$ cat src/rtl/rms_pkg.sv
// Package: shared types and constants of the robot mission sequencer.
`default_nettype none

package rms_pkg;

  // Battery averaging
  localparam int unsigned SAMPLES     = 4;
  localparam int unsigned IDX_W       = (SAMPLES > 1) ? $clog2(SAMPLES) : 1;
  localparam int unsigned SUM_W       = 8 + $clog2(SAMPLES);
  localparam int unsigned RECIP_SHIFT = 20;
  localparam int unsigned RECIP_W     = RECIP_SHIFT + 1;
  // floor(2^S / SAMPLES) + 1 gives an exact floor quotient over the full sum range
  localparam logic [RECIP_W-1:0] RECIP_MUL = RECIP_W'((1 << RECIP_SHIFT) / SAMPLES + 1);
  localparam logic [3:0] DIVIDE_LAST = 4'd9;

  // Mission constants
  localparam logic [7:0]  KEY_GO        = 8'h33;
  localparam logic [15:0] START_DIST    = 16'd150;
  localparam logic [15:0] NEAR_DIST     = 16'd40;
  localparam logic [3:0]  LOCKOUT_TICKS = 4'd10;

  // LED and/or masks
  localparam logic [7:0] LED_RESET      = 8'h02;
  localparam logic [7:0] LED_START_AND  = 8'hFD;
  localparam logic [7:0] LED_START_OR   = 8'h04;
  localparam logic [7:0] LED_STOP_AND   = 8'h21;
  localparam logic [7:0] LED_IDLE_OR    = 8'h02;
  localparam logic [7:0] LED_LOWBATT    = 8'h21;
  localparam logic [7:0] LED_TURN_AND   = 8'h7B;
  localparam logic [7:0] LED_TURN_OR    = 8'h48;
  localparam logic [7:0] LED_STRT_AND   = 8'h37;
  localparam logic [7:0] LED_STRT_OR    = 8'h10;
  localparam logic [7:0] LED_DONE_AND   = 8'h2F;

  // Command codes
  localparam logic CMD_KEY  = 1'b0;
  localparam logic CMD_TICK = 1'b1;

  // Configuration register indexes
  localparam logic [2:0] CFG_SPEED_STRAIGHT = 3'd0;
  localparam logic [2:0] CFG_LEFT_OFFSET    = 3'd1;
  localparam logic [2:0] CFG_SPEED_ROTATE   = 3'd2;
  localparam logic [2:0] CFG_BATTERY_MIN    = 3'd3;
  localparam logic [2:0] CFG_ROTATE_TICKS   = 3'd4;
  localparam logic [2:0] CFG_STRAIGHT_TICKS = 3'd5;

  typedef enum logic [2:0] {
    PH_IDLE     = 3'd0,
    PH_FORWARD  = 3'd1,
    PH_TURN     = 3'd2,
    PH_STRAIGHT = 3'd3,
    PH_LOWBATT  = 3'd4
  } phase_e;

  // Status from the battery monitor for the current tick
  typedef struct packed {
    logic conv;  // sample taken on this tick
    logic low;   // fresh average at or below the limit
  } bat_status_t;

endpackage

`default_nettype wire

$ cat src/rtl/robot_mission_sequencer.sv
// Top level: mission phase sequencer with motor, LED and sensor request control.
//
//   channel | direction | handshake                 | payload
//   --------+-----------+---------------------------+-----------------------------------
//   in      | input     | in_valid_i / in_ready_o   | cmd, key_byte, adc_sample, sonar_cm
//   out     | output    | out_valid_o / out_ready_i | pwm, turn, led, phase, battery, pulses
//   cfg     | input     | cfg_we_i (no wait)        | cfg_idx_i, cfg_wdata_i
//
// One request per clock unless the output stalls: the whole update is computed
// in the accept cycle; the result appears in the output register on the next cycle.
// in_ready_o is high while the output register is empty or being taken, so
// a stall on the output holds back only the next request.
// Reset clears all control state; LED mask resets to 0x02, registers to defaults.
`default_nettype none

module robot_mission_sequencer
  import rms_pkg::*;
(
  input  wire logic        clk_i,
  input  wire logic        rst_ni,
  // request channel
  input  wire logic        in_valid_i,
  output logic             in_ready_o,
  input  wire logic        cmd_i,
  input  wire logic [7:0]  key_byte_i,
  input  wire logic [7:0]  adc_sample_i,
  input  wire logic [15:0] sonar_cm_i,
  // result channel
  output logic             out_valid_o,
  input  wire logic        out_ready_i,
  output logic [7:0]       left_pwm_o,
  output logic [7:0]       right_pwm_o,
  output logic             turn_dir_o,
  output logic [7:0]       led_drive_o,
  output logic [2:0]       phase_code_o,
  output logic             battery_alarm_o,
  output logic [7:0]       battery_level_o,
  output logic             start_conversion_o,
  output logic             sonar_trigger_o,
  // configuration
  input  wire logic        cfg_we_i,
  input  wire logic [2:0]  cfg_idx_i,
  input  wire logic [7:0]  cfg_wdata_i
);

  typedef struct packed {
    logic start;
    logic stop;
    logic low;
    logic turn;
    logic straight;
    logic done;
  } ev_t;

  // Configuration registers
  logic [7:0] speed_straight_q, left_offset_q, speed_rotate_q;
  logic [7:0] battery_min_q, rotate_ticks_q, straight_ticks_q;

  // Mission state
  phase_e      phase_q, phase_d, phase_mid;
  logic [7:0]  timer_q, timer_d;
  logic [3:0]  lock_q, lock_d;
  logic [15:0] dist_q, dist_d;
  logic [7:0]  left_q, left_d, right_q, right_d;
  logic        turning_q, turning_d;
  logic [7:0]  led_q, led_d;

  // Result register
  logic        out_valid_q;
  logic [7:0]  led_out_q, led_out_d;
  logic        conv_q, trig_q, trig_d;

  logic        fire, tick, key_go;
  ev_t         ev;
  bat_status_t bat;
  logic [7:0]  straight_left;

  assign in_ready_o    = !out_valid_q || out_ready_i;
  assign fire          = in_valid_i && in_ready_o;
  assign tick          = fire && (cmd_i == CMD_TICK);
  assign key_go        = key_byte_i == KEY_GO;
  assign straight_left = speed_straight_q + left_offset_q;

  rms_battery u_battery (
    .clk_i        (clk_i),
    .rst_ni       (rst_ni),
    .tick_i       (tick),
    .adc_sample_i (adc_sample_i),
    .battery_min_i(battery_min_q),
    .status_o     (bat),
    .level_o      (battery_level_o),
    .alarm_o      (battery_alarm_o)
  );

  // Configuration writes
  always_ff @(posedge clk_i or negedge rst_ni) begin
    if (!rst_ni) begin
      speed_straight_q <= 8'd128;
      left_offset_q    <= 8'd0;
      speed_rotate_q   <= 8'd100;
      battery_min_q    <= 8'd150;
      rotate_ticks_q   <= 8'd10;
      straight_ticks_q <= 8'd20;
    end else if (cfg_we_i) begin
      unique case (cfg_idx_i)
        CFG_SPEED_STRAIGHT: speed_straight_q <= cfg_wdata_i;
        CFG_LEFT_OFFSET:    left_offset_q    <= cfg_wdata_i;
        CFG_SPEED_ROTATE:   speed_rotate_q   <= cfg_wdata_i;
        CFG_BATTERY_MIN:    battery_min_q    <= cfg_wdata_i;
        CFG_ROTATE_TICKS:   rotate_ticks_q   <= cfg_wdata_i;
        CFG_STRAIGHT_TICKS: straight_ticks_q <= cfg_wdata_i;
        default: ;
      endcase
    end
  end

  // Next phase, timers and distance
  always_comb begin
    phase_d   = phase_q;
    phase_mid = phase_q;
    timer_d   = timer_q;
    lock_d    = lock_q;
    dist_d    = dist_q;
    trig_d    = 1'b0;
    ev        = '0;
    if (fire) begin
      if (cmd_i == CMD_KEY) begin
        if (key_go && dist_q >= START_DIST && phase_q == PH_IDLE) begin
          phase_d  = PH_FORWARD;
          lock_d   = LOCKOUT_TICKS;
          ev.start = 1'b1;
        end else if (key_go && lock_q == 4'd0 &&
                     (phase_q == PH_FORWARD || phase_q == PH_TURN ||
                      phase_q == PH_STRAIGHT)) begin
          phase_d = PH_IDLE;
          ev.stop = 1'b1;
        end
      end else begin
        if (lock_q != 4'd0) begin
          lock_d = lock_q - 4'd1;
        end
        if (bat.low) begin
          phase_mid = PH_LOWBATT;
          ev.low    = 1'b1;
        end
        phase_d = phase_mid;
        // sonar is read only when idle or driving forward
        if (phase_mid == PH_IDLE || phase_mid == PH_FORWARD) begin
          dist_d = sonar_cm_i;
          trig_d = 1'b1;
        end
        unique case (phase_mid)
          PH_FORWARD: begin
            if (dist_d < NEAR_DIST) begin
              phase_d = PH_TURN;
              timer_d = '0;
              ev.turn = 1'b1;
            end
          end
          PH_TURN: begin
            if (timer_q == rotate_ticks_q) begin
              phase_d     = PH_STRAIGHT;
              timer_d     = '0;
              ev.straight = 1'b1;
            end else begin
              timer_d = timer_q + 8'd1;
            end
          end
          PH_STRAIGHT: begin
            if (timer_q == straight_ticks_q) begin
              phase_d = PH_IDLE;
              ev.done = 1'b1;
            end else begin
              timer_d = timer_q + 8'd1;
            end
          end
          default: ;
        endcase
      end
    end
  end

  // Motor duties and LED mask
  always_comb begin
    left_d    = left_q;
    right_d   = right_q;
    turning_d = turning_q;
    led_d     = led_q;
    led_out_d = '0;
    if (ev.start) begin
      left_d    = straight_left;
      right_d   = speed_straight_q;
      turning_d = 1'b0;
      led_d     = (led_q & LED_START_AND) | LED_START_OR;
    end
    if (ev.stop) begin
      left_d    = '0;
      right_d   = '0;
      turning_d = 1'b0;
      led_d     = (led_q & LED_STOP_AND) | LED_IDLE_OR;
    end
    // low battery stops motors but leaves the turn flag
    if (ev.low) begin
      left_d  = '0;
      right_d = '0;
      led_d   = LED_LOWBATT;
    end
    // LEDs show the mask after the battery check, before the phase change
    if (tick) begin
      led_out_d = led_d;
    end
    if (ev.turn) begin
      left_d    = speed_rotate_q;
      right_d   = speed_rotate_q;
      turning_d = 1'b1;
      led_d     = (led_d & LED_TURN_AND) | LED_TURN_OR;
    end
    if (ev.straight) begin
      left_d    = straight_left;
      right_d   = speed_straight_q;
      turning_d = 1'b0;
      led_d     = (led_d & LED_STRT_AND) | LED_STRT_OR;
    end
    if (ev.done) begin
      left_d    = '0;
      right_d   = '0;
      turning_d = 1'b0;
      led_d     = (led_d & LED_DONE_AND) | LED_IDLE_OR;
    end
  end

  // State registers, loaded together with the result register
  always_ff @(posedge clk_i or negedge rst_ni) begin
    if (!rst_ni) begin
      phase_q   <= PH_IDLE;
      timer_q   <= '0;
      lock_q    <= '0;
      dist_q    <= '0;
      left_q    <= '0;
      right_q   <= '0;
      turning_q <= 1'b0;
      led_q     <= LED_RESET;
    end else if (fire) begin
      phase_q   <= phase_d;
      timer_q   <= timer_d;
      lock_q    <= lock_d;
      dist_q    <= dist_d;
      left_q    <= left_d;
      right_q   <= right_d;
      turning_q <= turning_d;
      led_q     <= led_d;
    end
  end

  // Result valid
  always_ff @(posedge clk_i or negedge rst_ni) begin
    if (!rst_ni) begin
      out_valid_q <= 1'b0;
    end else if (fire) begin
      out_valid_q <= 1'b1;
    end else if (out_ready_i) begin
      out_valid_q <= 1'b0;
    end
  end

  // Per-request result fields
  always_ff @(posedge clk_i) begin
    if (fire) begin
      led_out_q <= led_out_d;
      conv_q    <= bat.conv;
      trig_q    <= trig_d;
    end
  end

  assign out_valid_o        = out_valid_q;
  assign left_pwm_o         = left_q;
  assign right_pwm_o        = right_q;
  assign turn_dir_o         = turning_q;
  assign led_drive_o        = led_out_q;
  assign phase_code_o       = phase_q;
  assign start_conversion_o = conv_q;
  assign sonar_trigger_o    = trig_q;

endmodule

`default_nettype wire

$ cat src/rtl/rms_battery.sv
// Battery monitor: tick divider, sample store, floor average and alarm latch.
`default_nettype none

module rms_battery
  import rms_pkg::*;
(
  input  wire logic        clk_i,
  input  wire logic        rst_ni,
  input  wire logic        tick_i,
  input  wire logic [7:0]  adc_sample_i,
  input  wire logic [7:0]  battery_min_i,
  output bat_status_t      status_o,
  output logic [7:0]       level_o,
  output logic             alarm_o
);

  logic [3:0]        div_q, div_d;
  logic [IDX_W-1:0]  idx_q, idx_d;
  logic [7:0]        store_q [SAMPLES];
  logic [7:0]        avg_q, avg_d;
  logic              alarm_q, alarm_d;

  logic              take;
  logic [IDX_W:0]    cnt_nxt;
  logic              wrap;
  logic [SUM_W-1:0]  sum;
  logic [SUM_W+RECIP_W-1:0] prod;
  logic [7:0]        avg_new;

  assign take    = tick_i && (div_q >= DIVIDE_LAST);
  assign cnt_nxt = {1'b0, idx_q} + (IDX_W+1)'(1);
  assign wrap    = cnt_nxt >= (IDX_W+1)'(SAMPLES);

  // Sum including the sample being written this tick
  always_comb begin
    sum = '0;
    for (int i = 0; i < SAMPLES; i++) begin
      if (idx_q == IDX_W'(i)) begin
        sum = sum + SUM_W'(adc_sample_i);
      end else begin
        sum = sum + SUM_W'(store_q[i]);
      end
    end
  end

  // Floor divide by reciprocal multiply
  assign prod    = (SUM_W+RECIP_W)'(sum) * (SUM_W+RECIP_W)'(RECIP_MUL);
  assign avg_new = prod[RECIP_SHIFT +: 8];

  // Next state
  always_comb begin
    div_d    = div_q;
    idx_d    = idx_q;
    avg_d    = avg_q;
    alarm_d  = alarm_q;
    status_o = '0;
    if (tick_i) begin
      if (take) begin
        div_d         = '0;
        status_o.conv = 1'b1;
        if (wrap) begin
          idx_d = '0;
          avg_d = avg_new;
          if (avg_new <= battery_min_i) begin
            alarm_d      = 1'b1;
            status_o.low = 1'b1;
          end
        end else begin
          idx_d = cnt_nxt[IDX_W-1:0];
        end
      end else begin
        div_d = div_q + 4'd1;
      end
    end
  end

  always_ff @(posedge clk_i or negedge rst_ni) begin
    if (!rst_ni) begin
      div_q   <= '0;
      idx_q   <= '0;
      avg_q   <= '0;
      alarm_q <= 1'b0;
    end else begin
      div_q   <= div_d;
      idx_q   <= idx_d;
      avg_q   <= avg_d;
      alarm_q <= alarm_d;
    end
  end

  // Sample store, no reset: every entry is written before an average reads it
  always_ff @(posedge clk_i) begin
    for (int i = 0; i < SAMPLES; i++) begin
      if (take && idx_q == IDX_W'(i)) begin
        store_q[i] <= adc_sample_i;
      end
    end
  end

  assign level_o = avg_q;
  assign alarm_o = alarm_q;

endmodule

`default_nettype wire

$ cat config.mk
export PLATFORM = sky130hd
export DESIGN_NAME = robot_mission_sequencer
export DESIGN_NICKNAME = d
export VERILOG_FILES = /design/src/rtl/rms_pkg.sv /design/src/rtl/robot_mission_sequencer.sv /design/src/rtl/rms_battery.sv
export SDC_FILE = /design/constraint.sdc
export NUM_CORES = 1
export LEC_CHECK = 0
export CORE_MARGIN = 2
export CORE_UTILIZATION = 30
export DETAILED_ROUTE_END_ITERATION = 7
export DONT_BUFFER_PORTS = 1
export PLACE_DENSITY = 0.4
export SETUP_SLACK_MARGIN = 0.2
export SLEW_MARGIN = 20
export SYNTH_ARGS = -nofsm -noshare
export SYNTH_HDL_FRONTEND = slang
export SYNTH_SLANG_ARGS = --single-unit
$ cat constraint.sdc
create_clock -name clk_i -period 9.2 [get_ports clk_i]
set_input_delay 0.92 -clock clk_i [delete_from_list [all_inputs] [get_ports clk_i]]
set_output_delay 0.92 -clock clk_i [all_outputs]
set_load 0.05 [all_outputs]
After elaboration in Yosys (flattened, before gate mapping)
Memory sizes are Yosys's and may differ from the RTL's.
Cells that the tools add are included.
- register bits after elaboration: 130
- bits in writable memories: 32
- output and inout port bits: 41
- logic and storage cells: 192
- memories kept: 1
- $add $sub $neg: 11
- multiply operators: 1
- magnitude comparators: 5
- eq/ne operators: 20
- muxes and demuxes: 86
- reduce and logical (&&, ||, !) cells: 46
- memory list (memory ; words ; width ; read ports ; clocked after Yosys merged registers in ; wr ports ; RTL line ; RTL):
    u_battery.store_q ; 4 ; 8 ; 4 ; 0 ; 1 ; rms_battery.sv:19 ; logic [7:0] store_q [SAMPLES];
- operator list (kind ; count):
    $mux 8 ; 24
    $mux 16 ; 3
    $add 10x8->10 ; 4
    $mux 1 ; 32
    $mux 10 ; 3
    $mux 3 ; 10
    $mul 10x19->28 const B ; 1
    $pmux 8 s3 ; 1
    $reduce_or 8->1 ; 3
    $reduce_and 2->1 ; 11
    $mux 4 ; 5
    $add 8x8->9 ; 2
    $eq 3x2->1 const B ; 6
    $eq 8x8->1 ; 2
    $ge 16x8->1 const B ; 1
    $lt 16x6->1 const B ; 1
    $mux 2 ; 6
    $logic_and 1x1->1 ; 11
    $eq 3x1->1 const B ; 3
    $logic_not 3->1 ; 3
    $pmux 3 s3 ; 1
    $add 8x1->8 const B ; 1
    $add 8x8->8 ; 1
    $eq 8x6->1 const B ; 1
    other kinds (24) ; 33

Longest topological paths before layout
- depth in word-level cells: 33
- depth in mapped cells: 34
- depth with buffers taken out: 31

Modules after synthesis
Synthesis repeated with hierarchy kept, for this count alone.
- cells, all modules: 755
- area, all modules: 8647.0 um^2
- by module, submodules not included (module ; instances ; cells an instance ; area each (um^2)):
    robot_mission_sequencer ; 1 ; 473 ; 5405.2
    rms_battery ; 1 ; 282 ; 3241.9

Worst setup path before layout
Ideal clock, no wire load.
- kind: reg-to-reg
- start: register u_battery.idx_q[0]
- end: register right_q[1], in the netlist right_pwm_o[1]
- library setup time: 0.126 ns
- data arrival time: 6.388 ns
- data required time: 9.074 ns
- setup slack: 2.686 ns
- stages on the path, launching flop included: 31
- path buffers: 3
- path through: dfrtp_1 -> inv_1 -> ha_1 -> clkbuf_1 -> mux2_2 -> ha_1 -> inv_1 -> fa_1 -> inv_1 -> ha_1 -> a21o_1 -> a21oi_1 -> nor2b_1 -> o31ai_1 -> nand2b_1 -> a21oi_1 -> xnor2_1 -> ha_1 -> a21o_1 -> a31oi_1 -> nor4b_1 -> nor4_1 -> ha_1 -> nand3_1 -> nor3_1 -> nor2_1 -> a211o_1 -> a32o_1 -> buf_4 -> buf_2 -> a221o_1
- cells in the longest elaborated chain, start to end: 30
- elaborated cells on any way between the ends: 47
- classes of those cells: 7 x add/sub; 1 x mul; 3 x order compare; 6 x eq/ne; 25 x mux; 5 x reduce/logical
- RTL lines (item ; RTL line ; RTL):
    start: declaration ; rms_battery.sv:18 ; logic [IDX_W-1:0] idx_q, idx_d;
    start signal: assignment ; rms_battery.sv:85 ; idx_q <= idx_d;
    $logic_not 2->1 ; rms_battery.sv:38 ; if (idx_q == IDX_W'(i)) begin
    $mux 8 ; rms_battery.sv:38 ;
    $add 8x8->9, on equally long branches ; rms_battery.sv:41, rms_battery.sv:39 ;
    $mux 10 ; rms_battery.sv:38 ;
    $add 10x8->10, on equally long branches ; rms_battery.sv:41, rms_battery.sv:39 ;
    $mux 10 ; rms_battery.sv:38 ;
    $add 10x8->10, on equally long branches ; rms_battery.sv:41, rms_battery.sv:39 ;
    $mux 10 (*) ; rms_battery.sv:38 ;
    [1 not listed] ; n/a ;
    net u_battery.avg_new[7] ; rms_battery.sv:28 ; logic [7:0] avg_new;
    [13 not listed] ; n/a ;
    $lt 16x6->1 ; robot_mission_sequencer.sv:154 ; if (dist_d < NEAR_DIST) begin
    $mux 1 ; robot_mission_sequencer.sv:154 ;
    $mux 1 ; robot_mission_sequencer.sv:152 ; unique case (phase_mid)
    $mux 4 (*) ; robot_mission_sequencer.sv:127 ; if (cmd_i == CMD_KEY) begin
    $mux 6 (*) ; robot_mission_sequencer.sv:126 ; if (fire) begin
    $mux 8 ; robot_mission_sequencer.sv:212 ; if (ev.turn) begin
    $mux 8 ; robot_mission_sequencer.sv:218 ; if (ev.straight) begin
    $mux 8 ; robot_mission_sequencer.sv:224 ; if (ev.done) begin
    end signal: assignment ; robot_mission_sequencer.sv:249 ; right_q <= right_d;
    end: declaration ; robot_mission_sequencer.sv:64 ; logic [7:0] left_q, left_d, right_q, right_d;
Mark *: on every way through the listed nets, which the timed path passes. The rest lies on a longest branch. The select of a mux whose other input is x is not followed.
A chain may end at the register's enable or synchronous reset.

Worst setup path in the final report
- start: register u_battery.idx_q[0]
- end: register left_q[5], in the netlist left_pwm_o[5]
- cells in the longest elaborated chain, start to end: 30
- elaborated cells on any way between the ends: 47
- classes of those cells: 7 x add/sub; 1 x mul; 3 x order compare; 6 x eq/ne; 25 x mux; 5 x reduce/logical
- RTL lines (item ; RTL line ; RTL):
    $logic_not 2->1 ; rms_battery.sv:38 ;
    $mux 8 ; rms_battery.sv:38 ;
    $add 8x8->9, on equally long branches ; rms_battery.sv:41, rms_battery.sv:39 ;
    $mux 10 ; rms_battery.sv:38 ;
    $add 10x8->10, on equally long branches ; rms_battery.sv:41, rms_battery.sv:39 ;
    $mux 10 ; rms_battery.sv:38 ;
    $add 10x8->10, on equally long branches ; rms_battery.sv:41, rms_battery.sv:39 ;
    $mux 10 (*) ; rms_battery.sv:38 ;
    [1 not listed] ; n/a ;
    net u_battery.avg_new[7] ; rms_battery.sv:28 ;
    [13 not listed] ; n/a ;
    $lt 16x6->1 ; robot_mission_sequencer.sv:154 ;
    $mux 1 ; robot_mission_sequencer.sv:154 ;
    $mux 1 ; robot_mission_sequencer.sv:152 ;
    $mux 4 (*) ; robot_mission_sequencer.sv:127 ;
    $mux 6 (*) ; robot_mission_sequencer.sv:126 ;
    $mux 8 ; robot_mission_sequencer.sv:212 ;
    $mux 8 ; robot_mission_sequencer.sv:218 ;
    $mux 8 ; robot_mission_sequencer.sv:224 ;
    end signal: assignment ; robot_mission_sequencer.sv:248 ; left_q <= left_d;
    end: declaration ; robot_mission_sequencer.sv:64 ;
Marked as above.

==> run_results.csv <==
group,metric,value,unit
synth,synth_seq_cells,161,
setup_path,crit_buf_inv,3,
grt,grt_pass1_wl,32300,um
grt,grt_max_degree,120,
synth,synth_top_area_share,0.309,
run,cap_viol_max_count,0,
synth,yosysWarningCount,0,
cts,cts_tree,"done",
synth,synth_top_flop_cell,"dfrtp_1",
routing,wl_per_cell,18.1,um
cts,cts_root_buf,"clkbuf_16",
cells_and_area,antennaDiodeCount,0,
setup_path,crit_family,"compound AO/OA/AOI/OAI gates",
grt,grt_overflow,0,
synth,synth_cells,704,
grt,grtUsageTotal,0.137,
cts,cts_made_buffers,17,
cts,hold_buffers,0,
sta,hold_viol_final,0,
setup_path,critPathKind,"flop to flop",
setup_path,endpoint_kind,"flop",
routing,wirelength,19800,um
run_status,status,"finished clean",
cts,h-tree-depth,4,
sta,slew_violations,0,
cells_and_area,drive_gt1_frac,0.227,
routing,vias,5388,
synth,yosysTopAreaCell,"dfrtp_1",
cells_and_area,syn2layout_area_growth,11.3,%
cts,clk_pin_slew,0.08,ns
synth,syn_area_per_cell,12.2,um2
setup_path,cpMaxStageDelayCell,"nor3_4",
cts,cts-resized-gates,0,
cts,cts_setup_buffers,0,
sta,max_freq,121,MHz
placed_design,gp_congestion,0.764,
cts,clk_latency,0.44,ns
grt,antenna_found_initial,0,
floorplanning,fp.coreArea,27900,um2
cts,cts_sinks,161,
placed_design,numPortBuffers,0,
cts,clock_path_buffers,2,
power,leakage,4.02,nW
sta,worstMarginPinSlew,1.01,ns
sta,max-slew-margin-rel,0.324,
sta,skew,0.0180,ns
setup_path,cp-start-kind,"flop",
sta,setup_tns,0,ns
cells_and_area,finish.utilization,0.342,
setup_path,crit_path_frequent_cell,"ha_1",
sta,fin_crit,8.24,ns
power,peakVddDrop,0.229,mV
routing,firstDrtPassIters,4,
cells_and_area,nNetsFinal,802,
floorplanning,rows,61,
synth,syn_nets,804,
sta,rsz0062_at_grt,"no",
setup_path,crit_arrival,8.62,ns
floorplanning,die_height,173,um
synth,ys_seq_area_frac,0.496,
floorplanning,die_w,173,um
floorplanning,pin_count,90,
sta,setup-violations-final,0,
synth,synth-edff-count,42,
routing,ant_nets,0,
setup_path,crit_fanout,18,
placed_design,dpl.hpwl,14300,um
power,power.density_cell_area,397,nW/um2
setup_path,cp_slowest_stage_delay,0.75,ns
synth,netlist_top_cells_area,"dfrtp_1 31%, edfxtp_1 15%, mux2_2 12%",
grt,grt_pass1_vias,5613,
routing,viasPerCell,4.93,
hold_path,hold_path.class,"primary input to asynchronous set/reset pin",
synth,async_flop_share,0.739,
sta,timing.final.crit_share,0.896,
synth,yosysUniqueCellTypes,76,
setup_path,worst_ep_required_time,9.58,ns
floorplanning,dieArea,30000,um2
floorplanning,start_util,0.307,
synth,syn_area,8580,um2
routing,first_iter_violations,216,
routing,drc_errors,0,
where the power goes:
group	leakage, nW	internal, W	switching [W]
Clock	0.296	0.000382	0.000349
Sequential	1.85	0.000890	0.000236
Combinational	1.87	0.000881	0.00106
Total	4.02	0.00215	0.00164
final timing paths:
check / endpoint / start / cells after the start / slack [ns]
worst max-delay path: left_pwm_o[5]$_DFFE_PN0P_ / u_battery.idx_q[0]$_DFFE_PN0P_ / 28 / 0.96
min in group clk_i: led_q[5]$_DFFE_PN0P_ / led_q[5]$_DFFE_PN0P_ / 1 / 0.46
max in group asynchronous: speed_rotate_q[2]$_DFFE_PN1P_ / rst_ni / 0 / 8.68
worst min-delay path: rotate_ticks_q[5]$_DFFE_PN0P_ / rst_ni / 0 / 0.18
worst max register to register: left_pwm_o[5]$_DFFE_PN0P_ / u_battery.idx_q[0]$_DFFE_PN0P_ / 28 / 0.96
worst min register to register: led_q[5]$_DFFE_PN0P_ / led_q[5]$_DFFE_PN0P_ / 1 / 0.46
cell families (layout without fill, tap and decap cells):
logic type               count (synthesis)  in the layout  synth area share
multiplexers                           103            103             0.135
flip-flops                             161            161             0.496
buffers and inverters                   64             75            0.0368
AND/OR/NAND/NOR                        161            161             0.112
XOR/XNOR                                42             42            0.0438
adder cells (fa/ha/maj)                 52             52            0.0782
AO/OA/AOI/OAI                          121            121            0.0982
layout make-up:
| type | count | area, um2 |
|---|---|---|
| clock buffers | 18 | 450 |
| clock inverters | 14 | 161 |
| fillers | 2769 | 18400 |
| inverters | 37 | 139 |
| multi-input cells | 479 | 4030 |
| flip-flops and latches | 161 | 4260 |
| well taps | 378 | 473 |
| repair buffers | 6 | 45.0 |
Yosys cell counts, types with 7 or more instances:
master,count
edfxtp_1,42
inv_1,36
dfrtp_1,106
nor3_1,11
xor2_1,9
and2_1,10
nand3_1,11
a31oi_1,14
dfstp_2,13
a221o_1,15
nor4_1,8
nand2b_1,10
mux2_2,94
mux2_1,7
o21ai_0,25
a21oi_1,23
a21o_1,13
clkbuf_1,11
nor2_1,30
ha_1,48
and3_1,18
nand2_1,20
xnor2_1,32
sequential cells by signal, indices dropped and copies added, names as in the netlist, 3 cells and up:
register,flops
u_battery.level_o,8
timer_q,8
speed_rotate_q,8
right_pwm_o,8
lock_q,4
led_drive_o,8
led_q,8
phase_code_o,3
straight_ticks_q,8
rotate_ticks_q,8
dist_q,15
u_battery.store_q,32
speed_straight_q,8
left_offset_q,8
battery_min_q,8
u_battery.div_q,4
left_pwm_o,8
worst register-to-register path, delay by kind of cell (launching register included):
kind | cells | cell delay [ns]
fa+ha+maj | 6 | 1.83
flops | 1 | 0.43
simple gates | 8 | 1.96
compound gates | 10 | 3.32
mux | 1 | 0.40
buf+inv | 3 | 0.27
per-layer routing:
layer	routed length [um]	vias up	GRT usage
met5	0	-	0
met4	244	0	0.0388
met3	734	16	0.0367
met2	9440	77	0.223
met1	9370	2708	0.180
li1	-	2587	-
per-stage QoR:
step | setup WS, ns | std cells | hold WS (ns) | power (W) | area, um2
6_report | 0.955 | 1093 | 0.183 | 0.00380 | 9550
5_1_grt | 0.316 | 1093 | 0.148 | 0.00414 | 9550
4_1_cts | 0.903 | 1093 | 0.156 | 0.00385 | 9540
3_5_place_dp | 0.930 | 1061 | 0.443 | 0.00309 | 8930
3_3_place_gp | 1.11 | 1061 | 0.440 | 0.00302 | 8920
2_1_floorplan | 2.69 | 704 | 0.423 | 0.00265 | 8580
cells in the final DEF, fill, tap and decap left out, drive strengths merged, types with 7 or more instances in the layout:
cell,synthesis,routed
a21oi,23,23
a221o,15,15
xor2,9,9
o21ai,26,26
nand2b,11,11
and3,18,18
clkbuf,11,18
nand2,21,21
ha,48,48
mux2,101,101
a21o,13,13
edfxtp,42,42
a31oi,14,14
dfstp,13,13
dfrtp,106,106
nor2,30,30
xnor2,33,33
inv,36,43
nand3,14,14
and2,11,11
clkinv,1,7
nor3,13,13
nor4,10,10
(Power assumes the default switching activity.)
